===== config.mk =====
export PLATFORM = sky130hd
export DESIGN_NAME = super_fast_hash_blocked_unit
export DESIGN_NICKNAME = d
export VERILOG_FILES = /design/src/rtl/core/sfhb_pkg.sv /design/src/rtl/core/sfhb_finish.sv /design/src/rtl/core/super_fast_hash_blocked_unit.sv
export SDC_FILE = /design/constraint.sdc
export NUM_CORES = 1
export LEC_CHECK = 0
export BUFFER_PORTS_ARGS = -buffer_cell sky130_fd_sc_hd__buf_4
export CAP_MARGIN = 20
export CORE_ASPECT_RATIO = 0.7
export CORE_MARGIN = 1.5
export CORE_UTILIZATION = 65
export CTS_CLUSTER_SIZE = 40
export DETAILED_ROUTE_END_ITERATION = 10
export GPL_TIMING_DRIVEN = 0
export PLACE_DENSITY = 0.83
export SYNTH_ARGS = -nofsm -noshare
export SYNTH_HDL_FRONTEND = slang
export SYNTH_SLANG_ARGS = --single-unit

===== constraint.sdc =====
create_clock -name clk -period 8.6 [get_ports clk]
set_input_delay 0.86 -clock clk [delete_from_list [all_inputs] [get_ports clk]]
set_output_delay 0.86 -clock clk [all_outputs]
set_load 0.02 [all_outputs]

===== src/rtl/core/sfhb_pkg.sv =====
// ----------------------------------------------------------------------------
// sfhb_pkg
// Shared constants, types and mixing functions for the blocked hash unit.
// ----------------------------------------------------------------------------
package sfhb_pkg;

  localparam int BLOCK_BYTES = 65536;
  localparam int CNT_W       = $clog2(BLOCK_BYTES);
  localparam logic [CNT_W-1:0] BLOCK_LAST = CNT_W'(BLOCK_BYTES - 1);

  typedef struct packed {
    logic        valid;
    logic        last;
    logic [31:0] hash;
    logic [23:0] word;
    logic [1:0]  count;
  } fin_entry_t;

  typedef struct packed {
    logic        valid;
    logic        wb;
    logic        last;
    logic [31:0] hash;
  } fin_done_t;

  function automatic logic [31:0] sext8(input logic [7:0] b);
    return {{24{b[7]}}, b};
  endfunction

  function automatic logic [31:0] mix_word(input logic [31:0] h, input logic [31:0] w);
    logic [31:0] a;
    logic [31:0] t;
    logic [31:0] m;
    a = h + {16'd0, w[15:0]};
    t = {5'd0, w[31:16], 11'd0} ^ a;
    m = {a[15:0], 16'd0} ^ t;
    return m + (m >> 11);
  endfunction

  function automatic logic [31:0] mix_tail(input logic [31:0] h, input logic [23:0] w,
                                           input logic [1:0] n);
    logic [31:0] a;
    logic [31:0] m;
    a = h;
    m = h;
    case (n)
      2'd3: begin
        a = h + {16'd0, w[15:0]};
        m = a ^ {a[15:0], 16'd0};
        m = m ^ {{6{w[23]}}, w[23:16], 18'd0};
        m = m + (m >> 11);
      end
      2'd2: begin
        a = h + {16'd0, w[15:0]};
        m = a ^ {a[20:0], 11'd0};
        m = m + (m >> 17);
      end
      2'd1: begin
        a = h + sext8(w[7:0]);
        m = a ^ {a[21:0], 10'd0};
        m = m + (m >> 1);
      end
      default: m = h;
    endcase
    return m;
  endfunction

  function automatic logic [31:0] aval_front(input logic [31:0] h);
    logic [31:0] m;
    m = h ^ {h[28:0], 3'd0};
    m = m + (m >> 5);
    m = m ^ {m[27:0], 4'd0};
    return m + (m >> 17);
  endfunction

  function automatic logic [31:0] aval_back(input logic [31:0] h);
    logic [31:0] m;
    m = h ^ {h[6:0], 25'd0};
    return m + (m >> 6);
  endfunction

endpackage


===== src/rtl/core/sfhb_finish.sv =====
// ----------------------------------------------------------------------------
// sfhb_finish
// Three-stage pipeline that mixes the tail of a block and runs the avalanche.
// ----------------------------------------------------------------------------
module sfhb_finish (
  input  logic                clk,
  input  logic                rst,
  input  logic                adv,
  input  logic                kill,
  input  sfhb_pkg::fin_entry_t entry,
  output logic                pend,
  output sfhb_pkg::fin_done_t done
);

  logic        f1_valid;
  logic        f1_wb;
  logic        f1_last;
  logic [31:0] f1_hash;
  logic [23:0] f1_word;
  logic [1:0]  f1_count;
  logic        f2_valid;
  logic        f2_wb;
  logic        f2_last;
  logic [31:0] f2_hash;
  logic        f3_valid;
  logic        f3_wb;
  logic        f3_last;
  logic [31:0] f3_hash;

  always_ff @(posedge clk) begin
    if (rst) begin
      f1_valid <= 1'b0;
      f2_valid <= 1'b0;
      f3_valid <= 1'b0;
      f1_wb    <= 1'b0;
      f2_wb    <= 1'b0;
      f3_wb    <= 1'b0;
    end else if (adv) begin
      f1_valid <= entry.valid;
      f1_wb    <= entry.valid;
      f2_valid <= f1_valid;
      f2_wb    <= f1_wb && !kill;
      f3_valid <= f2_valid;
      f3_wb    <= f2_wb && !kill;
    end
  end

  always_ff @(posedge clk) begin
    if (adv) begin
      f1_last  <= entry.last;
      f1_hash  <= entry.hash;
      f1_word  <= entry.word;
      f1_count <= entry.count;
      f2_last  <= f1_last;
      f2_hash  <= sfhb_pkg::mix_tail(f1_hash, f1_word, f1_count);
      f3_last  <= f2_last;
      f3_hash  <= sfhb_pkg::aval_front(f2_hash);
    end
  end

  assign pend = (f1_valid && f1_wb) || (f2_valid && f2_wb) || (f3_valid && f3_wb);

  always_comb begin
    done.valid = f3_valid;
    done.wb    = f3_wb;
    done.last  = f3_last;
    done.hash  = sfhb_pkg::aval_back(f3_hash);
  end

endmodule


===== src/rtl/core/super_fast_hash_blocked_unit.sv =====
// ----------------------------------------------------------------------------
// super_fast_hash_blocked_unit
// Byte-stream hash with per-block avalanche, one byte accepted per cycle while not stalled.
// ----------------------------------------------------------------------------
// The unit takes one message byte per cycle and presents the 32-bit hash once
// the last byte of a message has passed the input stage, the finish stages
// and the output register. Each fourth byte runs one mixing round in the input
// stage; the tail mix and avalanche then pass through a three-stage pipeline
// whose result becomes the running hash. A byte that ends a message or a
// block, or would mix a word, while that result is still in the pipeline and
// the byte does not start a new message, waits for it, so the rate is one byte
// per cycle apart from those cases and any stall on the result side.
module super_fast_hash_blocked_unit (
  input  logic        clk,
  input  logic        rst,
  input  logic        in_valid,
  output logic        in_stall,
  input  logic [7:0]  data_byte,
  input  logic        first_byte,
  input  logic        last_byte,
  input  logic [30:0] message_length,
  output logic        out_valid,
  input  logic        out_stall,
  output logic [31:0] hash_value
);

  logic                      s0_valid;
  logic [7:0]                s0_byte;
  logic                      s0_first;
  logic                      s0_last;
  logic [30:0]               s0_length;
  logic [31:0]               running_hash;
  logic [23:0]               partial_word;
  logic [1:0]                byte_in_word;
  logic [sfhb_pkg::CNT_W-1:0] block_byte_count;
  logic [31:0]               hash_eff;
  logic [23:0]               word_eff;
  logic [1:0]                pos_eff;
  logic [sfhb_pkg::CNT_W-1:0] count_eff;
  logic [31:0]               hash_next;
  logic [23:0]               word_next;
  logic [1:0]                pos_next;
  logic                      s0_end;
  logic                      s0_hazard;
  logic                      s0_go;
  logic                      adv;
  logic                      kill;
  logic                      pend;
  logic                      wb_now;
  sfhb_pkg::fin_entry_t      entry;
  sfhb_pkg::fin_done_t       done;

  assign adv       = !(done.valid && done.last && out_valid && out_stall);
  assign s0_hazard = !s0_first && pend && (s0_last || s0_end || byte_in_word == 2'd3);
  assign s0_go     = s0_valid && adv && !s0_hazard;
  assign in_stall  = s0_valid && !s0_go;
  assign kill      = s0_go && s0_first;
  assign wb_now    = adv && done.valid && done.wb && !kill;

  always_comb begin
    if (s0_first) begin
      hash_eff  = {1'b0, s0_length};
      word_eff  = '0;
      pos_eff   = '0;
      count_eff = '0;
    end else begin
      hash_eff  = running_hash;
      word_eff  = partial_word;
      pos_eff   = byte_in_word;
      count_eff = block_byte_count;
    end
    hash_next = hash_eff;
    word_next = word_eff;
    pos_next  = pos_eff + 2'd1;
    case (pos_eff)
      2'd0: word_next[7:0]   = s0_byte;
      2'd1: word_next[15:8]  = s0_byte;
      2'd2: word_next[23:16] = s0_byte;
      default: begin
        hash_next = sfhb_pkg::mix_word(hash_eff, {s0_byte, word_eff});
        word_next = '0;
      end
    endcase
    s0_end = s0_last || (count_eff == sfhb_pkg::BLOCK_LAST);
  end

  always_comb begin
    entry.valid = s0_go && s0_end;
    entry.last  = s0_last;
    entry.hash  = hash_next;
    entry.word  = word_next;
    entry.count = pos_next;
  end

  sfhb_finish u_finish (
    .clk   (clk),
    .rst   (rst),
    .adv   (adv),
    .kill  (kill),
    .entry (entry),
    .pend  (pend),
    .done  (done)
  );

  always_ff @(posedge clk) begin
    if (rst) begin
      s0_valid <= 1'b0;
    end else if (!in_stall) begin
      s0_valid <= in_valid;
    end
  end

  always_ff @(posedge clk) begin
    if (in_valid && !in_stall) begin
      s0_byte   <= data_byte;
      s0_first  <= first_byte;
      s0_last   <= last_byte;
      s0_length <= message_length;
    end
  end

  always_ff @(posedge clk) begin
    if (rst) begin
      running_hash     <= '0;
      partial_word     <= '0;
      byte_in_word     <= '0;
      block_byte_count <= '0;
    end else begin
      if (wb_now) begin
        running_hash <= done.hash;
      end else if (s0_go) begin
        running_hash <= hash_next;
      end
      if (s0_go) begin
        if (s0_end) begin
          partial_word     <= '0;
          byte_in_word     <= '0;
          block_byte_count <= '0;
        end else begin
          partial_word     <= word_next;
          byte_in_word     <= pos_next;
          block_byte_count <= count_eff + 1'b1;
        end
      end
    end
  end

  always_ff @(posedge clk) begin
    if (rst) begin
      out_valid <= 1'b0;
    end else if (adv && done.valid && done.last) begin
      out_valid <= 1'b1;
    end else if (!out_stall) begin
      out_valid <= 1'b0;
    end
  end

  always_ff @(posedge clk) begin
    if (adv && done.valid && done.last) begin
      hash_value <= done.hash;
    end
  end

`ifndef SYNTHESIS
  a_word_mix_clear: assert property (@(posedge clk) disable iff (rst)
    s0_go && !s0_first && byte_in_word == 2'd3 |-> !pend)
    else $error("word mixed while a block result was pending");

  a_end_clears: assert property (@(posedge clk) disable iff (rst)
    s0_go && s0_end |=> byte_in_word == 2'd0 && partial_word == 24'd0)
    else $error("word state not cleared after block end");

  a_writeback: assert property (@(posedge clk) disable iff (rst)
    wb_now |=> running_hash == $past(done.hash))
    else $error("block result not written to running hash");

  a_out_source: assert property (@(posedge clk) disable iff (rst)
    $rose(out_valid) |-> $past(done.valid && done.last && adv))
    else $error("result presented without a finished message");
`endif

endmodule


== After elaboration in Yosys (flattened, before gate mapping) ==
Cells that the tools add are included.
W data, S select, Z words.
Cells by class
  reduce and logical (&&, ||, !) cells: 36
  bitwise operators: 9
  equality and inequality tests: 8
  muxes and demuxes: 16
  add/sub/neg operators: 12
Operators with widths (count)
  $xor A32 B32 Y32: 8
  $mux W32: 4
  $pmux W32 S3: 1
  $add A32 B15 Y32: 2
  $add A32 B16 Y32: 2
  $add A32 B21 Y32: 2
  $mux W24: 2
  $pmux W8 S2: 3
  $add A32 B26 Y32: 1
  $add A32 B27 Y32: 1
  $add A32 B31 Y32: 1
  $add A32 B32 Y32: 1
  $mux W16: 2
  $xor A27 B32 Y32: 1
  $logic_and A1 B1 Y1: 19
  $add A16 B1 Y16 const B: 1
  $eq A16 B16 Y1 const B: 1
  $eq A2 B2 Y1 const B: 4
  $logic_not A1 Y1: 6
  $reduce_or A2 Y1: 3
  $logic_or A1 B1 Y1: 5
  $eq A2 B1 Y1 const B: 2
  $mux W2: 2
  $reduce_or A3 Y1: 1
  5 further kinds: 6
Word-level totals
  bits of input ports: 45
  output and inout bits: 34
  flip-flop bits (word level): 279
  logic and storage cells: 105

== Depth between registers and ports, before layout ==
Gate-level depths: netlist (run 1).
  depth in word-level cells: 12
  mapped depth: 34
  gate-level depth less buffers: 25

== Modules after synthesis ==
A second synthesis (run 1) with hierarchy kept.
Second synthesis, totals
  cells, all modules: 2903
  area, all modules: 26262.7 um2
Modules (own cells, without submodules)
  sfhb_finish: cells each 1778, area each 16372.0 um2, sequential area each 3853.7 um2, instances 1
  super_fast_hash_blocked_unit: cells each 1125, area each 9890.7 um2, sequential area each 3713.6 um2, instances 1

== Worst setup path after synthesis (run 1) ==
Ideal clock, no wire load.
  path kind: flip-flop to flip-flop
  from: register s0_first
  to: register running_hash[30]
  data arrival time: 6.980 ns
  path buffers: 8
  path slack: 1.498 ns
  stages on the path, launching flop included: 31
  clock period less this slack: 7.102 ns
  library setup time: 0.122 ns
  data required time: 8.478 ns
  path through: edfxtp_1 -> buf_2 -> buf_4 -> buf_4 -> buf_1 -> buf_1 -> clkbuf_1 -> clkbuf_1 -> clkbuf_1 -> nor2b_1 -> ha_1 -> and3_1 -> and3_1 -> a221oi_1 -> o21a_1 -> nor3_1 -> xnor2_1 -> inv_1 -> ha_1 -> nand3_1 -> o21a_1 -> o211ai_1 -> o21ai_0 -> o31ai_1 -> o21ai_0 -> nor3_1 -> nand4_1 -> nor4_1 -> xnor2_1 -> mux2i_1 -> a221o_1
RTL lines
  start, declared: RTL line super_fast_hash_blocked_unit.sv:29  | logic s0_first;
  start signal, assigned: RTL line super_fast_hash_blocked_unit.sv:116  | s0_first <= first_byte;
  end signal, assigned: RTL line super_fast_hash_blocked_unit.sv:130  | running_hash <= done.hash;
  end signal, assigned: RTL line super_fast_hash_blocked_unit.sv:132  | running_hash <= hash_next;
  end, declared: RTL line super_fast_hash_blocked_unit.sv:32  | logic [31:0] running_hash;

== Worst setup path in the final report (run 1) ==
  from: register s0_first
  to: register running_hash[29]
On the way
  cells in the longest elaborated chain, start to end: 12
  elaborated cells between the ends (all ways): 28
  classes of those cells: add/sub: 2; eq/ne: 3; mux: 7; bitwise: 2; reduce/logical: 14
Ends and longest elaborated chain
  branches (longest 12 deep; another with $add A32 B16 Y32)
Several ways; the timed one is not identified. The select of a mux whose other input is x is not followed.
A chain may end at the register's enable or synchronous reset.

==> metrics.md, run 1 <==
| Metric | Value |
|---|---|
| Fin. Hold Viols | `0` |
| PortBufs | `78` |
| Routability cong. | `1.10` |
| Pre-CTS setup slack | `-1520 ps` |
| Post-route ant nets | `0` |
| CTS Buffer Depth | `3` |
| Final worst-path setup slack | `278 ps` |
| Required time worst endpoint | `9040 ps` |
| Hold_sp | `u_finish.f1_last` |
| Worst R2R Start | `s0_first` |
| Synth warn | `0` |
| Least-Margin Pin Slew | `1240 ps` |
| Vias | `24500` |
| Hold WC Path Type | `reg -> reg` |
| Initial antenna violation count | `9` |
| Core Box Area | `0.0384 mm²` |
| Crit path arrival time | `8760 ps` |
| DR vias/cell | `7.01` |
| Skew-Pair Late Insertion Delay | `590 ps` |
| Die height | `168 µm` |
| #FFs+latches synth | `279` |
| Top FF cell, synth | `edfxtp_1` |
| Seq/Total Area, Yosys | `29.8%` |
| Setup violations, final | `0` |
| Overall Global Routing Usage | `45.3%` |
| Crit share post-route | `96.8%` |
| Hold-fix buffers, CTS | `0` |
| WL/cell | `26.6 µm` |
| Post-synthesis instance area | `0.0254 mm²` |
| Max-cap viol count | `0` |
| Share of layout cells above drive strength 1 | `8.04%` |
| Post-synth EDFFs | `198` |
| Crit path launch | `s0_first` |
| Final net count | `3208` |
| TritonRoute pass-1 iters | `8` |
| Critical path fanouts, max | `19` |
| H-tree levels | `1` |
| I/O pin count | `79` |
| CTS tree | `done` |
| Hpwl dp | `74100 µm` |
| First-iteration detailed-routing DRC count | `3643` |
| CTS root buffer | `clkbuf_16` |
| Die Area | `0.0403 mm²` |
| Total wire length | `92700 µm` |
| Commonest non-fill, non-tap cells in the layout | `a21oi_1 (271), xnor2_1 (245), nor2_1 (239)` |
| Chip Width | `239 µm` |
| Worst setup path category | `reg -> reg` |
| Slew HR | `16.6%` |
| Worst setup SP type | `flip-flop` |
| Clock sinks | `279` |
| Vias in the first global route | `22500` |
| Clock Skew | `22.9 ps` |
| Fmax achieved | `120 MHz` |
| CP endpoint kind | `flip-flop` |
| Num CTS Buffers | `29` |
| Filler Cell Count | `2882` |
| Total gr overflow | `0` |
| Minimum clock period | `8320 ps` |
| DR DRC count | `0` |
| Area growth syn-to-layout | `9.23%` |
| Starting Density | `66.0%` |
| Outcome | `finished, final reports clean` |
| RSZ-0062 raised after global routing | `false` |
| Mapped Cells | `2828` |
| Commonest non-fill, non-tap cell in the layout | `a21oi_1` |
| Mapped Avg Cell Area | `8.98 µm²` |
| Row cnt | `60` |
| Synth cell types | `95` |
| Setup_tns | `0 ps` |
| Pins over their slew limit | `0` |
| Pin count of the biggest net entering global routing | `94` |
| Asr flop ratio synth | `0%` |
| First-pass GRT wire length | `137000 µm` |
| Syn Nets | `3097` |
| Clock Pin Slew Worst Setup and Hold Paths | `70 ps` |
==> kinds of logic (layout without fill, tap and decap cells) <==
| logic type | count (synthesis) | after routing | synth area share [%] |
|---|---|---|---|
| buf+inv | 180 | 314 | 2.76 |
| simple gates | 855 | 855 | 16.6 |
| xor+xnor | 423 | 423 | 15.1 |
| flops | 279 | 279 | 29.8 |
| other cells | 0 | 2 | 0 |
| mux | 75 | 75 | 4.19 |
| compound gates | 792 | 792 | 20.2 |
| fa+ha+maj | 224 | 224 | 11.3 |
==> synth_stat cells (20+ instances only) <==
cell type	number	area share, %
inv_1	87	1.3
a211oi_1	30	0.89
mux2_2	20	0.89
o21bai_1	25	0.74
nor3_1	56	1.1
a21oi_1	272	5.4
nand3_1	89	1.8
nor2_1	239	3.5
nand2b_1	41	1.0
clkbuf_1	63	0.93
nor2b_1	51	1.3
dfxtp_1	81	6.4
edfxtp_1	198	23
and3_1	26	0.64
xor2_1	163	5.6
and2_1	23	0.57
nand2_1	204	3.0
ha_1	215	11
o21a_1	38	1.1
nand4_1	28	0.69
o21ai_0	124	2.4
a21o_1	98	2.9
a31oi_1	27	0.67
mux2i_1	32	1.3
xnor2_1	248	8.6
mux4_2	23	2.0
a22oi_1	27	0.80
==> routing by layer <==
metal	routed length, µm	up-vias	global-route usage (%)
li1	-	10700	-
met1	36800	11600	63.4
met2	35900	1886	62.0
met3	16300	325	20.2
met4	3620	14	14.0
met5	97	-	0
==> final cells by class <==
cell class | count | area [µm²] | share of cell area, %
inverter | 89 | 339 | 1.22
buffer | 88 | 367 | 1.32
sequential | 279 | 7570 | 27.3
timing repair buffer | 83 | 672 | 2.42
clock inverter | 15 | 135 | 0.487
clock buffer | 39 | 793 | 2.86
antenna | 2 | 5.00 | 0.0181
tap | 527 | 659 | 2.38
multi-input combinational | 2369 | 17200 | 62.0
==> metrics by stage <==
step	cell area (µm²)	std cells	hold WS (ps)	utilization (%)
5_1_grt	27700	3489	431	72.1
3_3_place_gp	26600	3433	400	69.3
6_report	27700	3491	428	72.1
2_1_floorplan	25400	2828	400	-
4_1_cts	27700	3489	426	72.0
3_5_place_dp	26700	3437	408	69.5
==> worst max-delay path, cell delays in order, from the launching register on <==
cell and delay [ps]:
edfxtp_1 480, buf_2 290, buf_4 250, buf_4 360, clkbuf_4 380, mux2_2 480, ha_1 300, a211oi_1 290
o21bai_1 130, a21oi_1 400, o21ai_0 280, xor2_1 570, xnor2_1 210, xor2_1 450, ha_1 380, a21o_1 180
a21o_1 170, a21oi_1 150, o21ai_0 130, o21a_1 220, a221oi_1 680, nor4_1 140, and4_1 290, nand2_1 90
xnor2_1 120, a2111oi_2 620, nor4_1 120
==> timing repair <==
| action | 4_1_cts | 5_1_grt |
|---|---|---|
| resized for setup | 6 | 15 |
| buffers inserted | 0 | 0 |
| endpoints found under the setup margin | 44 | 19 |
==> state kept, by name (all words and copies together), names as in the netlist, 2 cells and up <==
name and cells:
u_finish.f1_count 2, hash_value 32, u_finish.f2_hash 32, block_byte_count 16
s0_length 31, s0_byte 8, u_finish.f1_word 24, byte_in_word 2
u_finish.f3_hash 32, partial_word 24, u_finish.f1_hash 32, running_hash 32
==> worst paths after layout <==
path | slack [ps] | endpoint | cells past startpoint
worst max-delay path | 280 | running_hash[29] | 26
worst max register to register | 280 | running_hash[29] | 26
worst min-delay path | 430 | u_finish.f2_last | 0
worst min register to register | 430 | u_finish.f2_last | 0
Power of run 1 is left out: the tool's default activity adds up to more than one toggle a clock period on the data nets, which glitch-free logic cannot reach.
==> run 2, diff against run 1 <==
--- a/config.mk
+++ b/config.mk
@@ -14,6 +14,7 @@
 export DETAILED_ROUTE_END_ITERATION = 10
 export GPL_TIMING_DRIVEN = 0
 export PLACE_DENSITY = 0.83
+export RECOVER_POWER = 100
 export SYNTH_ARGS = -nofsm -noshare
 export SYNTH_HDL_FRONTEND = slang
 export SYNTH_SLANG_ARGS = --single-unit
==> run 2 against run 1 <==
Compared with the run above:
- the run now ends with max-capacitance violations, max-slew violations left
- non-clock buffer count stayed put
- setup slack worse by 47 ps
- final area is 0.98% lower
- largest cell class unchanged
==> metrics.md, run 2 (synthesis gave the netlist of run 1 again) <==
| Metric | Value |
|---|---|
| Skew-Pair Late Insertion Delay | `590 ps` |
| Outcome | `complete, but fails checks` |
| Vias in the first global route | `22500` |
| Layout Utilization | `71.4%` |
| Crit share post-route | `97.3%` |
| Area post-placement | `0.0267 mm²` |
| Required time worst endpoint | `9040 ps` |
| Worst setup path category | `reg -> reg` |
| First-iteration detailed-routing DRC count | `3874` |
| Initial antenna violation count | `9` |
| CTS root buffer | `clkbuf_16` |
| DR vias/cell | `6.97` |
| Hold WC Path Type | `reg -> reg` |
| Worst setup SP type | `flip-flop` |
| Core Box Area | `0.0384 mm²` |
| Post-route ant nets | `0` |
| DR DRC count | `0` |
| Design Area, Final | `0.0275 mm²` |
| Post-CTS Setup Inserts | `0` |
| Starting Density | `66.0%` |
| Area of the multi-input gates | `0.0171 mm²` |
| Clock Skew | `19.8 ps` |
| Area growth syn-to-layout | `8.15%` |
| Pins over their slew limit | `176` |
| Max-cap viol count | `4` |
| Final net count | `3208` |
| CP top delay family | `compound AO/OA/AOI/OAI gates` |
| Crit path arrival time | `8810 ps` |
| Filler Cell Count | `2945` |
| Pin count of the biggest net entering global routing | `94` |
| Fin. Hold Viols | `0` |
| PortBufs | `78` |
| Clock Pin Slew Worst Setup and Hold Paths | `70 ps` |
| Share of layout cells above drive strength 1 | `6.18%` |
| Slew HR | `-228%` |
| Commonest non-fill, non-tap cells in the layout | `a21oi_1 (274), xnor2_1 (248), nor2_1 (239)` |
| Clock sinks | `279` |
| Overall Global Routing Usage | `45.3%` |
| Num CTS Buffers | `29` |
| Placed cells | `3437` |
| Crit path buf inv count | `4` |
| CTS tree | `done` |
| CP endpoint kind | `flip-flop` |
| WL/cell | `26.5 µm` |
| Max stage delay on crit path | `690 ps` |
| Setup_tns | `0 ps` |
| Worst path depth | `26` |
| Chip Width | `239 µm` |
| Minimum clock period | `8370 ps` |
| H-tree levels | `1` |
| RSZ-0062 raised after global routing | `false` |
| Die Area | `0.0403 mm²` |
| Hpwl dp | `74100 µm` |
| Total wire length | `92500 µm` |
| Row cnt | `60` |
| Critical path fanouts, max | `19` |
| Routability cong. | `1.10` |
| Vias | `24300` |
| Worst path slowest cell | `a221oi_1` |
| Total gr overflow | `0` |
| Failing checks | `max-capacitance violations, max-slew violations` |
| Hold Crit Depth | `0` |
| CTS Buffer Depth | `3` |
| Non-filler cells, final | `3493` |
| Sequential cell area | `0.00757 mm²` |
| Least-Margin Pin Slew | `4930 ps` |
| Commonest non-fill, non-tap cell in the layout | `a21oi_1` |
| Worst-case reg-to-reg path depth | `26` |
| I/O pin count | `79` |
| TritonRoute pass-1 iters | `7` |
| Fmax achieved | `119 MHz` |
| First-pass GRT wire length | `137000 µm` |
| Setup violations, final | `0` |
| Die height | `168 µm` |
-- run 2: what timing repair did --
item / 4_1_cts / 5_1_grt
resized for setup: 6 / 15
hold buffers: 0 / 0
cloned: 0 / 0
pin swaps: 0 / 0
setup endpoints to repair: 44 / 19
-- run 2: per-layer routing --
layer / vias up / global-route usage, % / share of wire [%]
li1: 10700 / - / -
met5: - / 0 / 0.32
met3: 301 / 20.2 / 17
met4: 18 / 14.0 / 3.8
met2: 1866 / 62.0 / 39
met1: 11500 / 63.4 / 40
-- run 2: area by class of cell --
| class | instances | share of cell area [%] |
|---|---|---|
| Sequential cell | 279 | 27.6 |
| Tap cell | 527 | 2.40 |
| Timing Repair Buffer | 83 | 1.74 |
| Clock buffer | 39 | 2.89 |
| Inverter | 89 | 1.22 |
| Multi-Input combinational cell | 2369 | 62.3 |
| Clock inverter | 15 | 0.492 |
| Buffer | 88 | 1.31 |
| Antenna cell | 4 | 0.0365 |
-- run 2: final timing paths --
check | from | end | slack [ps]
max reg2reg | s0_first | running_hash[29] | 230
min | u_finish.f1_last | u_finish.f2_last | 430
min reg2reg | u_finish.f1_last | u_finish.f2_last | 430
max | s0_first | running_hash[29] | 230
-- run 2: per-stage QoR --
| stage | setup WS (ps) | hold slack, ps |
|---|---|---|
| 6_report | 232 | 429 |
| 5_1_grt | 52.9 | 434 |
| 4_1_cts | 44.0 | 426 |
| 3_5_place_dp | -1520 | 408 |
| 3_3_place_gp | -1460 | 400 |
| 2_1_floorplan | 1500 | 400 |
-- run 2: worst reg2reg max path: cells and delay by family (launching register included) --
| family | cells | cell delay, ps |
|---|---|---|
| adders and majority gates | 2 | 680 |
| muxes | 1 | 480 |
| buffers and inverters | 4 | 1290 |
| AOI/OAI and AO/OA | 11 | 3320 |
| DFF | 1 | 480 |
| and+or+nand+nor | 4 | 650 |
| xor gates and xnor gates | 4 | 1340 |
Power of run 2 is left out for the same reason.
